<file path="src/sv/itoa_pkg.sv">
// shared types and constants for the integer to ascii digit converter
package itoa_pkg;

  // widths of the conversion datapath
  localparam int unsigned ValueW  = 64;
  localparam int unsigned NumBcd  = 20;
  localparam int unsigned BcdW    = 4 * NumBcd;
  localparam int unsigned CountW  = 5;
  localparam int unsigned StepW   = 6;

  // conversion modes
  localparam logic [2:0] CMD_SDEC32 = 3'd0;
  localparam logic [2:0] CMD_UDEC32 = 3'd1;
  localparam logic [2:0] CMD_HEX32L = 3'd2;
  localparam logic [2:0] CMD_HEX32U = 3'd3;
  localparam logic [2:0] CMD_UDEC64 = 3'd4;
  localparam logic [2:0] CMD_HEX64L = 3'd5;
  localparam logic [2:0] CMD_HEX64U = 3'd6;

  // input transaction
  typedef struct packed {
    logic [2:0]        cmd;
    logic [ValueW-1:0] value;
  } in_t;

  // output transaction
  typedef struct packed {
    logic [7:0]        character;
    logic              last;
    logic [CountW-1:0] char_count;
  } out_t;

  // operations of the digit unit
  typedef enum logic [2:0] {
    DOP_HOLD,
    DOP_LOAD_BIN,
    DOP_LOAD_HEX64,
    DOP_LOAD_HEX32,
    DOP_STEP,
    DOP_SHIFT
  } dig_op_e;

  // control from the sequencer to the digit unit
  typedef struct packed {
    dig_op_e           op;
    logic [ValueW-1:0] value;
  } dig_ctl_t;

endpackage

</file>
<file path="src/sv/itoa_bcd_step.sv">
// one double-dabble step: add-3 correction on every bcd digit, then shift in one bit
module itoa_bcd_step (
  input  logic [itoa_pkg::BcdW-1:0] bcd_i,
  input  logic                      bit_i,
  output logic [itoa_pkg::BcdW-1:0] bcd_o
);

  logic [itoa_pkg::BcdW-1:0] adj;

  // correct each digit that would overflow past nine after doubling
  always_comb begin
    for (int i = 0; i < itoa_pkg::NumBcd; i++) begin
      if (bcd_i[4*i +: 4] >= 4'd5) begin
        adj[4*i +: 4] = bcd_i[4*i +: 4] + 4'd3;
      end else begin
        adj[4*i +: 4] = bcd_i[4*i +: 4];
      end
    end
  end

  // double and bring in the next binary bit
  assign bcd_o = {adj[itoa_pkg::BcdW-2:0], bit_i};

endmodule

</file>
<file path="src/sv/itoa_digit_unit.sv">
// digit register with binary shifter; forms decimal digits or loads hex digits and shifts them out top first
module itoa_digit_unit (
  input  logic                 clk_i,
  input  logic                 rst_ni,
  input  itoa_pkg::dig_ctl_t   ctl_i,
  output logic [3:0]           top_digit_o
);

  logic [itoa_pkg::ValueW-1:0] bin_q, bin_d;
  logic [itoa_pkg::BcdW-1:0]   dig_q, dig_d;
  logic [itoa_pkg::BcdW-1:0]   step_bcd;

  // shared shift and add-3 unit
  itoa_bcd_step u_step (
    .bcd_i (dig_q),
    .bit_i (bin_q[itoa_pkg::ValueW-1]),
    .bcd_o (step_bcd)
  );

  // next value of the binary and digit registers
  always_comb begin
    bin_d = bin_q;
    dig_d = dig_q;
    case (ctl_i.op)
      itoa_pkg::DOP_HOLD: begin
      end
      itoa_pkg::DOP_LOAD_BIN: begin
        bin_d = ctl_i.value;
        dig_d = '0;
      end
      itoa_pkg::DOP_LOAD_HEX64: begin
        dig_d = {ctl_i.value, {(itoa_pkg::BcdW - itoa_pkg::ValueW){1'b0}}};
      end
      itoa_pkg::DOP_LOAD_HEX32: begin
        dig_d = {ctl_i.value[31:0], {(itoa_pkg::BcdW - 32){1'b0}}};
      end
      itoa_pkg::DOP_STEP: begin
        bin_d = {bin_q[itoa_pkg::ValueW-2:0], 1'b0};
        dig_d = step_bcd;
      end
      itoa_pkg::DOP_SHIFT: begin
        dig_d = {dig_q[itoa_pkg::BcdW-5:0], 4'h0};
      end
      default: begin
      end
    endcase
  end

  // payload registers
  always_ff @(posedge clk_i or negedge rst_ni) begin
    if (!rst_ni) begin
      bin_q <= '0;
      dig_q <= '0;
    end else begin
      bin_q <= bin_d;
      dig_q <= dig_d;
    end
  end

  assign top_digit_o = dig_q[itoa_pkg::BcdW-1 -: 4];

endmodule

</file>
<file path="src/sv/integer_to_ascii_digits.sv">
// top level of the integer to ascii digit converter
// Converts one integer per input transaction into a stream of ASCII characters, most
// significant first, one character per output transaction; the final one has last set and
// carries the character count. Decimal modes run a double-dabble conversion on the shared
// shift and add-3 unit over all 64 bits, whatever the mode width; hex modes skip it. Leading
// zero digits are then dropped at one per cycle (up to 19 for decimal, 15 or 7 for hex),
// the count is then settled, and each character passes through the output register. The
// input stays stalled from acceptance until the last character has been handed to the
// output register, also while the output stalls, so a new item is taken only after the
// last one is through. Mode 7 is taken and produces nothing.
module integer_to_ascii_digits (
  input  logic            clk_i,
  input  logic            rst_ni,
  input  logic            in_valid_i,
  output logic            in_stall_o,
  input  itoa_pkg::in_t   in_data_i,
  output logic            out_valid_o,
  input  logic            out_stall_i,
  output itoa_pkg::out_t  out_data_o
);

  typedef enum logic [2:0] {
    ST_IDLE,
    ST_CONV,
    ST_SKIP,
    ST_SIGN,
    ST_EMIT
  } state_e;

  state_e                      state_q;
  logic [itoa_pkg::StepW-1:0]  step_q;
  logic [itoa_pkg::CountW-1:0] rem_q;
  logic [itoa_pkg::CountW-1:0] total_q;
  logic                        neg_q;
  logic                        upper_q;
  logic                        out_valid_q;
  itoa_pkg::out_t              out_q;

  itoa_pkg::dig_ctl_t          dig_ctl;
  logic [3:0]                  top_digit;
  logic                        in_fire;
  logic                        slot_free;
  logic                        out_load;
  logic                        is_neg;
  logic [31:0]                 mag32;
  logic                        skip_more;

  // ascii code of one digit
  function automatic logic [7:0] digit_char(input logic [3:0] d, input logic upper);
    logic [7:0] c;
    if (d < 4'd10) begin
      c = 8'h30 + {4'h0, d};
    end else if (upper) begin
      c = 8'h41 + {4'h0, d - 4'd10};
    end else begin
      c = 8'h61 + {4'h0, d - 4'd10};
    end
    return c;
  endfunction

  itoa_digit_unit u_digits (
    .clk_i       (clk_i),
    .rst_ni      (rst_ni),
    .ctl_i       (dig_ctl),
    .top_digit_o (top_digit)
  );

  assign in_stall_o  = (state_q != ST_IDLE);
  assign in_fire     = in_valid_i && !in_stall_o;
  assign slot_free   = !out_valid_q || !out_stall_i;
  assign out_load    = slot_free && ((state_q == ST_SIGN) || (state_q == ST_EMIT));
  assign is_neg      = (in_data_i.cmd == itoa_pkg::CMD_SDEC32) && in_data_i.value[31];
  assign mag32       = is_neg ? (32'd0 - in_data_i.value[31:0]) : in_data_i.value[31:0];
  assign skip_more   = (top_digit == 4'h0) && (rem_q > itoa_pkg::CountW'(1));

  // control of the digit unit
  always_comb begin
    dig_ctl.op    = itoa_pkg::DOP_HOLD;
    dig_ctl.value = in_data_i.value;
    case (state_q)
      ST_IDLE: begin
        if (in_fire) begin
          case (in_data_i.cmd)
            itoa_pkg::CMD_SDEC32, itoa_pkg::CMD_UDEC32: begin
              dig_ctl.op    = itoa_pkg::DOP_LOAD_BIN;
              dig_ctl.value = {32'h0, mag32};
            end
            itoa_pkg::CMD_UDEC64: dig_ctl.op = itoa_pkg::DOP_LOAD_BIN;
            itoa_pkg::CMD_HEX32L, itoa_pkg::CMD_HEX32U: dig_ctl.op = itoa_pkg::DOP_LOAD_HEX32;
            itoa_pkg::CMD_HEX64L, itoa_pkg::CMD_HEX64U: dig_ctl.op = itoa_pkg::DOP_LOAD_HEX64;
            default: dig_ctl.op = itoa_pkg::DOP_HOLD;
          endcase
        end
      end
      ST_CONV: dig_ctl.op = itoa_pkg::DOP_STEP;
      ST_SKIP: begin
        if (skip_more) begin
          dig_ctl.op = itoa_pkg::DOP_SHIFT;
        end
      end
      ST_EMIT: begin
        if (slot_free) begin
          dig_ctl.op = itoa_pkg::DOP_SHIFT;
        end
      end
      default: dig_ctl.op = itoa_pkg::DOP_HOLD;
    endcase
  end

  // sequencer and output register
  always_ff @(posedge clk_i or negedge rst_ni) begin
    if (!rst_ni) begin
      state_q     <= ST_IDLE;
      step_q      <= '0;
      rem_q       <= '0;
      total_q     <= '0;
      neg_q       <= 1'b0;
      upper_q     <= 1'b0;
      out_valid_q <= 1'b0;
      out_q       <= '0;
    end else begin
      // output slot fills with a new character and empties when taken
      if (out_load) begin
        out_valid_q <= 1'b1;
      end else if (!out_stall_i) begin
        out_valid_q <= 1'b0;
      end
      case (state_q)
        ST_IDLE: begin
          if (in_fire) begin
            neg_q   <= is_neg;
            upper_q <= (in_data_i.cmd == itoa_pkg::CMD_HEX32U) ||
                       (in_data_i.cmd == itoa_pkg::CMD_HEX64U);
            step_q  <= itoa_pkg::StepW'(itoa_pkg::ValueW - 1);
            case (in_data_i.cmd)
              itoa_pkg::CMD_SDEC32, itoa_pkg::CMD_UDEC32, itoa_pkg::CMD_UDEC64: begin
                state_q <= ST_CONV;
              end
              itoa_pkg::CMD_HEX32L, itoa_pkg::CMD_HEX32U: begin
                rem_q   <= itoa_pkg::CountW'(8);
                state_q <= ST_SKIP;
              end
              itoa_pkg::CMD_HEX64L, itoa_pkg::CMD_HEX64U: begin
                rem_q   <= itoa_pkg::CountW'(16);
                state_q <= ST_SKIP;
              end
              default: state_q <= ST_IDLE;
            endcase
          end
        end
        ST_CONV: begin
          step_q <= step_q - itoa_pkg::StepW'(1);
          if (step_q == '0) begin
            rem_q   <= itoa_pkg::CountW'(itoa_pkg::NumBcd);
            state_q <= ST_SKIP;
          end
        end
        ST_SKIP: begin
          if (skip_more) begin
            rem_q <= rem_q - itoa_pkg::CountW'(1);
          end else begin
            total_q <= rem_q + itoa_pkg::CountW'(neg_q);
            state_q <= neg_q ? ST_SIGN : ST_EMIT;
          end
        end
        ST_SIGN: begin
          if (slot_free) begin
            out_q.character  <= 8'h2d;
            out_q.last       <= 1'b0;
            out_q.char_count <= '0;
            state_q          <= ST_EMIT;
          end
        end
        ST_EMIT: begin
          if (slot_free) begin
            out_q.character  <= digit_char(top_digit, upper_q);
            out_q.last       <= (rem_q == itoa_pkg::CountW'(1));
            out_q.char_count <= (rem_q == itoa_pkg::CountW'(1)) ? total_q : '0;
            rem_q            <= rem_q - itoa_pkg::CountW'(1);
            if (rem_q == itoa_pkg::CountW'(1)) begin
              state_q <= ST_IDLE;
            end
          end
        end
        default: state_q <= ST_IDLE;
      endcase
    end
  end

  assign out_valid_o = out_valid_q;
  assign out_data_o  = out_q;

  // a pending character is never dropped while the consumer stalls
  assert property (@(posedge clk_i) disable iff (!rst_ni)
    out_valid_q && out_stall_i |=> out_valid_q)
    else $error("pending output lost under stall");

  // last character carries a nonzero count, others carry zero
  assert property (@(posedge clk_i) disable iff (!rst_ni)
    out_valid_q |-> (out_q.last ? (out_q.char_count != '0) : (out_q.char_count == '0)))
    else $error("char_count inconsistent with last");

  // emission never runs with no digits left
  assert property (@(posedge clk_i) disable iff (!rst_ni)
    (state_q == ST_EMIT) || (state_q == ST_SKIP) || (state_q == ST_SIGN) |-> rem_q != '0)
    else $error("digit count underflow");

  // the sign goes out only for a negative signed number
  assert property (@(posedge clk_i) disable iff (!rst_ni)
    (state_q == ST_SIGN) |-> neg_q)
    else $error("sign emitted for a non-negative number");

endmodule
</file>
<file path="config.mk">
export PLATFORM = sky130hd
export DESIGN_NAME = integer_to_ascii_digits
export DESIGN_NICKNAME = d
export VERILOG_FILES = /design/src/sv/itoa_pkg.sv /design/src/sv/itoa_bcd_step.sv /design/src/sv/itoa_digit_unit.sv /design/src/sv/integer_to_ascii_digits.sv
export SDC_FILE = /design/constraint.sdc
export NUM_CORES = 1
export LEC_CHECK = 0
export BUFFER_PORTS_ARGS = -buffer_cell sky130_fd_sc_hd__buf_2
export CORE_MARGIN = 2
export CORE_UTILIZATION = 55
export CTS_CLUSTER_SIZE = 16
export DETAILED_ROUTE_END_ITERATION = 10
export HOLD_SLACK_MARGIN = 0.08
export PLACE_DENSITY_LB_ADDON = 0.05
export SLEW_MARGIN = 20
export SYNTH_ARGS = -nofsm -noshare
export SYNTH_HDL_FRONTEND = slang
export SYNTH_SLANG_ARGS = --single-unit
</file>
<file path="constraint.sdc">
create_clock -name clk_i -period 2.6 [get_ports clk_i]
set_clock_uncertainty 0.05 [all_clocks]
set_input_delay 0.65 -clock clk_i [delete_from_list [all_inputs] [get_ports clk_i]]
set_output_delay 0.65 -clock clk_i [all_outputs]
set_load 0.02 [all_outputs]
</file>
Yosys cells after proc, flatten, opt, wreduce, memory -nomap -nowiden
Index checks and enable logic that the tools add are counted.

Register bits after elaboration: 180.

Add/sub/neg operators: 28. Order comparisons: 22. Equality and inequality tests: 25. Muxes and demuxes: 55. Bitwise gates (word level): 1. Reductions and logical operators: 31.

Operators by type and width (count): $pmux W80 S5 (1); $mux W64 (2); $pmux W64 S2 (1); $ge A4 B3 Y1 const B (20); $add A4 B2 Y4 const B (19); $mux W4 (19); $mux W67 (1); $mux W32 (1); $sub A1 B32 Y32 const A (1); $mux W3 (10); $mux W14 (2); $pmux W14 S2 (1); $mux W5 (5); $pmux W5 S4 (1); $eq A3 B2 Y1 const B (6); $eq A3 B3 Y1 const B (6); $add A7 B4 Y8 const A (2); $mux W8 (2); $pmux W3 S5 (1); $ne A2 B2 Y1 const B (6); $pmux W3 S4 (1); $pmux W6 S2 (1); $reduce_and A6 Y1 (2); $pmux W5 S2 (1); 32 further kinds (50).

Longest topological paths before layout
Word-level depth: 8. Depth in mapped cells: 11. Depth with buffers taken out: 8.

Hierarchy
Synthesis repeated with hierarchy kept, for this count alone.

Cells, all modules: 1398. Area total of the unflattened synthesis: 13566.8 um^2.

Modules (own cells, without submodules): itoa_digit_unit (instances 1, cells each 737, area each 8672.1 um^2, sequential area each 3603.5 um^2); integer_to_ascii_digits (instances 1, cells each 344, area each 2880.3 um^2, sequential area each 875.8 um^2); itoa_bcd_step (instances 1, cells each 317, area each 2014.4 um^2, sequential area each 0.0 um^2).

Worst setup path after synthesis
OpenSTA, ideal clock, no wires.

Path kind: flip-flop to flip-flop. Start: reg u_digits.dig_q[77] in the netlist's numbering. End: reg u_digits.dig_q[50] in the netlist's numbering. Library setup time: 0.143 ns. Data arrival time: 2.329 ns. Required time: 2.407 ns. Setup slack: 0.078 ns. Cell stages (with the launch flop): 11. Buffers on the path: 2. Cells stage by stage: dfrtp_1 -> inv_1 -> ha_1 -> or3b_4 -> a2111oi_4 -> nor2_1 -> and2_1 -> buf_6 -> buf_6 -> a222oi_1 -> o211ai_1.

Word-level cells in the longest chain between the ends: 6. Elaborated cells on any way between the ends: 11. Classes of those cells: 5 x eq/ne; 3 x mux; 3 x reduce/logical.

RTL lines: start: declaration (RTL line itoa_digit_unit.sv:10) `logic [itoa_pkg::BcdW-1:0] dig_q, dig_d;`; start signal: assignment (RTL line itoa_digit_unit.sv:56) `dig_q <= dig_d;`; $logic_not A4 Y1 (*) (RTL line integer_to_ascii_digits.sv:74) `assign skip_more = (top_digit == 4'h0) && (rem_q > itoa_pkg::CountW'(1));`; $logic_and A1 B1 Y1 (*) (RTL line integer_to_ascii_digits.sv:74); $mux W3 (*) (RTL line integer_to_ascii_digits.sv:97) `if (skip_more) begin`; $pmux W3 S4 (*) (RTL line integer_to_ascii_digits.sv:80) `case (state_q)`; $eq A3 B3 Y1, or another cell as far along (RTL line itoa_digit_unit.sv:24) `case (ctl_i.op)`; $pmux W80 S5 / $reduce_bool A5 Y1 (equally long branches).

Every way passes the cells marked *; elsewhere a longest branch is shown, timed or not. A chain may end at the register's enable or synchronous reset.

Final worst setup path
Start: reg state_q[1]. End: reg u_digits.dig_q[60] in the netlist's numbering.

Word-level cells in the longest chain between the ends: 7. Elaborated cells on any way between the ends: 17. Classes of those cells: 8 x eq/ne; 4 x mux; 5 x reduce/logical.

RTL lines: start: declaration (RTL line integer_to_ascii_digits.sv:30) `state_e state_q;`; start signal: assignment (RTL line integer_to_ascii_digits.sv:163) `state_q <= neg_q ? ST_SIGN : ST_EMIT;`; $reduce_bool A3 Y1 (RTL line integer_to_ascii_digits.sv:68) `assign in_stall_o = (state_q != ST_IDLE);`; $logic_not A1 Y1 (RTL line integer_to_ascii_digits.sv:69) `assign in_fire = in_valid_i && !in_stall_o;`; $logic_and A1 B1 Y1 (RTL line integer_to_ascii_digits.sv:69); $mux W67 (RTL line integer_to_ascii_digits.sv:82) `if (in_fire) begin`; $pmux W3 S4 (RTL line integer_to_ascii_digits.sv:80); $eq A3 B3 Y1, or another cell as far along (RTL line itoa_digit_unit.sv:24); $pmux W80 S5 / $reduce_bool A5 Y1 (equally long branches).

Parallel ways exist; a longest one is shown, timed or not.

==> results.ini <==
[run_status]
status=complete, no violations

[global_route]
grt_max_degree=99
track_usage_pct=30.5
grt_pass1_vias=9061
grt_first_pass_wirelength_um=49200
antenna_found_initial=0
globalRouteOverflowTotal=0

[sta]
min_period_over_period_pct=93.6
setup_viol=0
finalHoldViolCount=0
finalHoldWorstSlack_ns=0.401
relSlewSlack_pct=42.4
slew_violations=0
worstMarginPinSlew_ns=0.857
rsz0062_at_grt=yes
fmax_ghz=0.411
finalCriticalPeriod_ns=2.43

[finish]
nFillCells=1649
synthToLayoutAreaGrowth_pct=17.1
multi_input_area_um2=5890
ff_latch_area_um2=4480
fin_util_pct=65.6
insertedDiodeCount=0
nets=1448
drive_above_1_share_pct=16.9

[drt]
drt-total-wl_um=30900
wl_per_cell_um=19.2
drtAntennaViolNets=0
drc_errors=0
vias=9945
dr.pass1.iters=9
vias_per_cell=6.20
drtIter0Drc=872

[placement]
gp_congestion=0.961
hpwlAfterDp_um=21600
portBuffers=85

[power_and_ir_drop]
power_density_nw_per_um2=1170
p_total_uw=14900
power.leakage_uw=0.00554
ir_drop_mv=0.646

[worst_setup_path]
worst-setup-path-type=flip-flop to flip-flop
r2r-end=u_digits.dig_q[60]
crit_start=state_q[1]
crit_path_end_kind=flip-flop
r2r-start=state_q[1]
crit_slowest_cell=xnor2_1
worstPathCellList=buf_4 -> nor4b_4 -> and4b_1 -> buf_12 -> o21ai_0 -> xnor2_1 -> a221o_1
worst-path-buf-inv=2
max_stage_delay_ns=0.48
cp.required_ns=2.93
r2r_cells=7
r2r_slack_ns=0.17
cp_max_fo=14
critical_path.top_delay_family=simple AND/OR/NAND/NOR gates
cp-start-kind=flip-flop
crit_arrival_ns=2.76

[logic_synthesis]
ys_ff_latch=179
yosysSeqAreaShare_pct=41.2
synth_enable_flop_cells=0
async_flop_share_pct=100
synth_area_um2=10900
synth_cells=1214
synth_nets=1334
yosys_warnings=0
synthFlopType=dfrtp_1
syn_area_per_cell_um2=8.95
synth_top_cell_by_area=dfrtp_1
synthTopCellsByArea=dfrtp_1 41%, o21ai_0 6.6%, ha_1 5.6%
synth_commonest_cells=179 x dfrtp_1, 143 x o21ai_0, 137 x nand2_1, 101 x a21oi_1, 69 x nor2_1
synth.distinct_cells=70
synth.most_common_cell=dfrtp_1
yosysTopAreaCellShare_pct=41.2

[floorplan]
fp.coreArea_um2=19400
die_w_um=145
rows=51
num_io_pins=87
design.die.area_um2=20900
initial_core_util_pct=56.0
die_h_um=145

[min_path]
whs_endpoint=out_data_o[11]
hold_class=flip-flop to flip-flop
hold_start=upper_q
holdPathStages=1

[clock_network]
cts_tree=done
cts_setup_buffers=0
cts.sinks=179
clk_pin_slew_worst_paths_ns=0.07
htreeDepth=4
numCtsBuffers=17
root_buffer=clkbuf_16
clock_tree.buffer_depth=2
clock_latency_ns=0.45

[flow_run]
maxCapViolations=0

[cell usage in the layout (no fill, tap or decap), drive strengths merged, types with 6 or more instances in the layout]
| cell type | instances |
|---|---|
| o21ai | 151 |
| a32oi | 38 |
| a221oi | 14 |
| a22oi | 40 |
| o22ai | 6 |
| o211ai | 12 |
| ha | 49 |
| xnor2 | 43 |
| nand2b | 30 |
| a21oi | 103 |
| buf | 172 |
| inv | 57 |
| clkbuf | 19 |
| a22o | 10 |
| nand3 | 20 |
| nand2 | 137 |
| nor2 | 69 |
| a31oi | 8 |
| nor3b | 24 |
| nor3 | 25 |
| dfrtp | 179 |
| a222oi | 25 |
| nor4 | 6 |
| a221o | 18 |
| xor2 | 16 |
[state kept, by name, summed over array words and instances, names as in the netlist]
register	flops
u_digits.bin_q	64
out_valid_o	1
step_q	6
total_q	5
state_q	3
u_digits.dig_q	80
upper_q	1
out_data_o	13
rem_q	5
neg_q	1
[where the power goes]
part	switching (uW)	internal, uW
Sequential	1130	3950
Clock	1170	1260
Combinational	4180	3170
Total	6490	8380
[how the worst max path moves through the flow]
stage          depth (start not counted)                  to
2_1_floorplan                         10  u_digits.dig_q[50]
3_3_place_gp                           7  u_digits.dig_q[44]
3_5_place_dp                           7  u_digits.dig_q[44]
4_1_cts                               10  u_digits.dig_q[48]
5_1_grt                                9  u_digits.dig_q[42]
6_report                               7  u_digits.dig_q[60]
[worst register-to-register path: stages, from the launching register on]
cell	delay, ns
dfrtp_1	0.43
buf_4	0.18
nor4b_4	0.41
and4b_1	0.33
buf_12	0.16
o21ai_0	0.11
xnor2_1	0.48
a221o_1	0.23
[cells by family after synthesis]
kind of cell,after synthesis,share of synthesized area [%]
adders and majority gates,49,5.64
AOI/OAI and AO/OA,453,27.5
DFF,179,41.2
muxes,4,0.403
xor gates and xnor gates,59,4.76
buffers and inverters,130,4.95
and+or+nand+nor,339,15.5
other,1,0.0345
[area by class of cell]
class | count | share of cell area, %
Tap cell | 265 | 2.60
Sequential cell | 179 | 35.2
Timing Repair Buffer | 173 | 10.1
Multi-Input combinational cell | 905 | 46.3
Clock inverter | 12 | 0.777
Clock buffer | 19 | 3.48
Inverter | 52 | 1.53
[timing repair]
action,4_1_cts,5_1_grt
resized for setup,0,8
endpoints found under the hold margin,14,0
hold buffers,1,0
setup endpoints to repair,0,43
[stage by stage]
stage	cell area [um^2]	instances	setup TNS, ns	setup slack [ns]
final	12700	1605	0	0.167
after global routing	12700	1605	-0.0411	-0.0411
after CTS	12700	1605	0	0.0455
after detailed placement	12100	1573	-0.511	-0.0871
after global placement	12100	1573	-0.117	-0.0384
after floorplan	10900	1214	0	0.0782
[per-layer routing]
layer | global-route usage, % | wire (um) | up-vias
met2 | 49.9 | 14800 | 323
met4 | 10.3 | 843 | 0
met5 | 0 | 0 | -
met1 | 41.3 | 13700 | 4841
met3 | 5.03 | 1540 | 56
li1 | - | - | 4725
No activity file was read; power rests on OpenSTA's default activity.
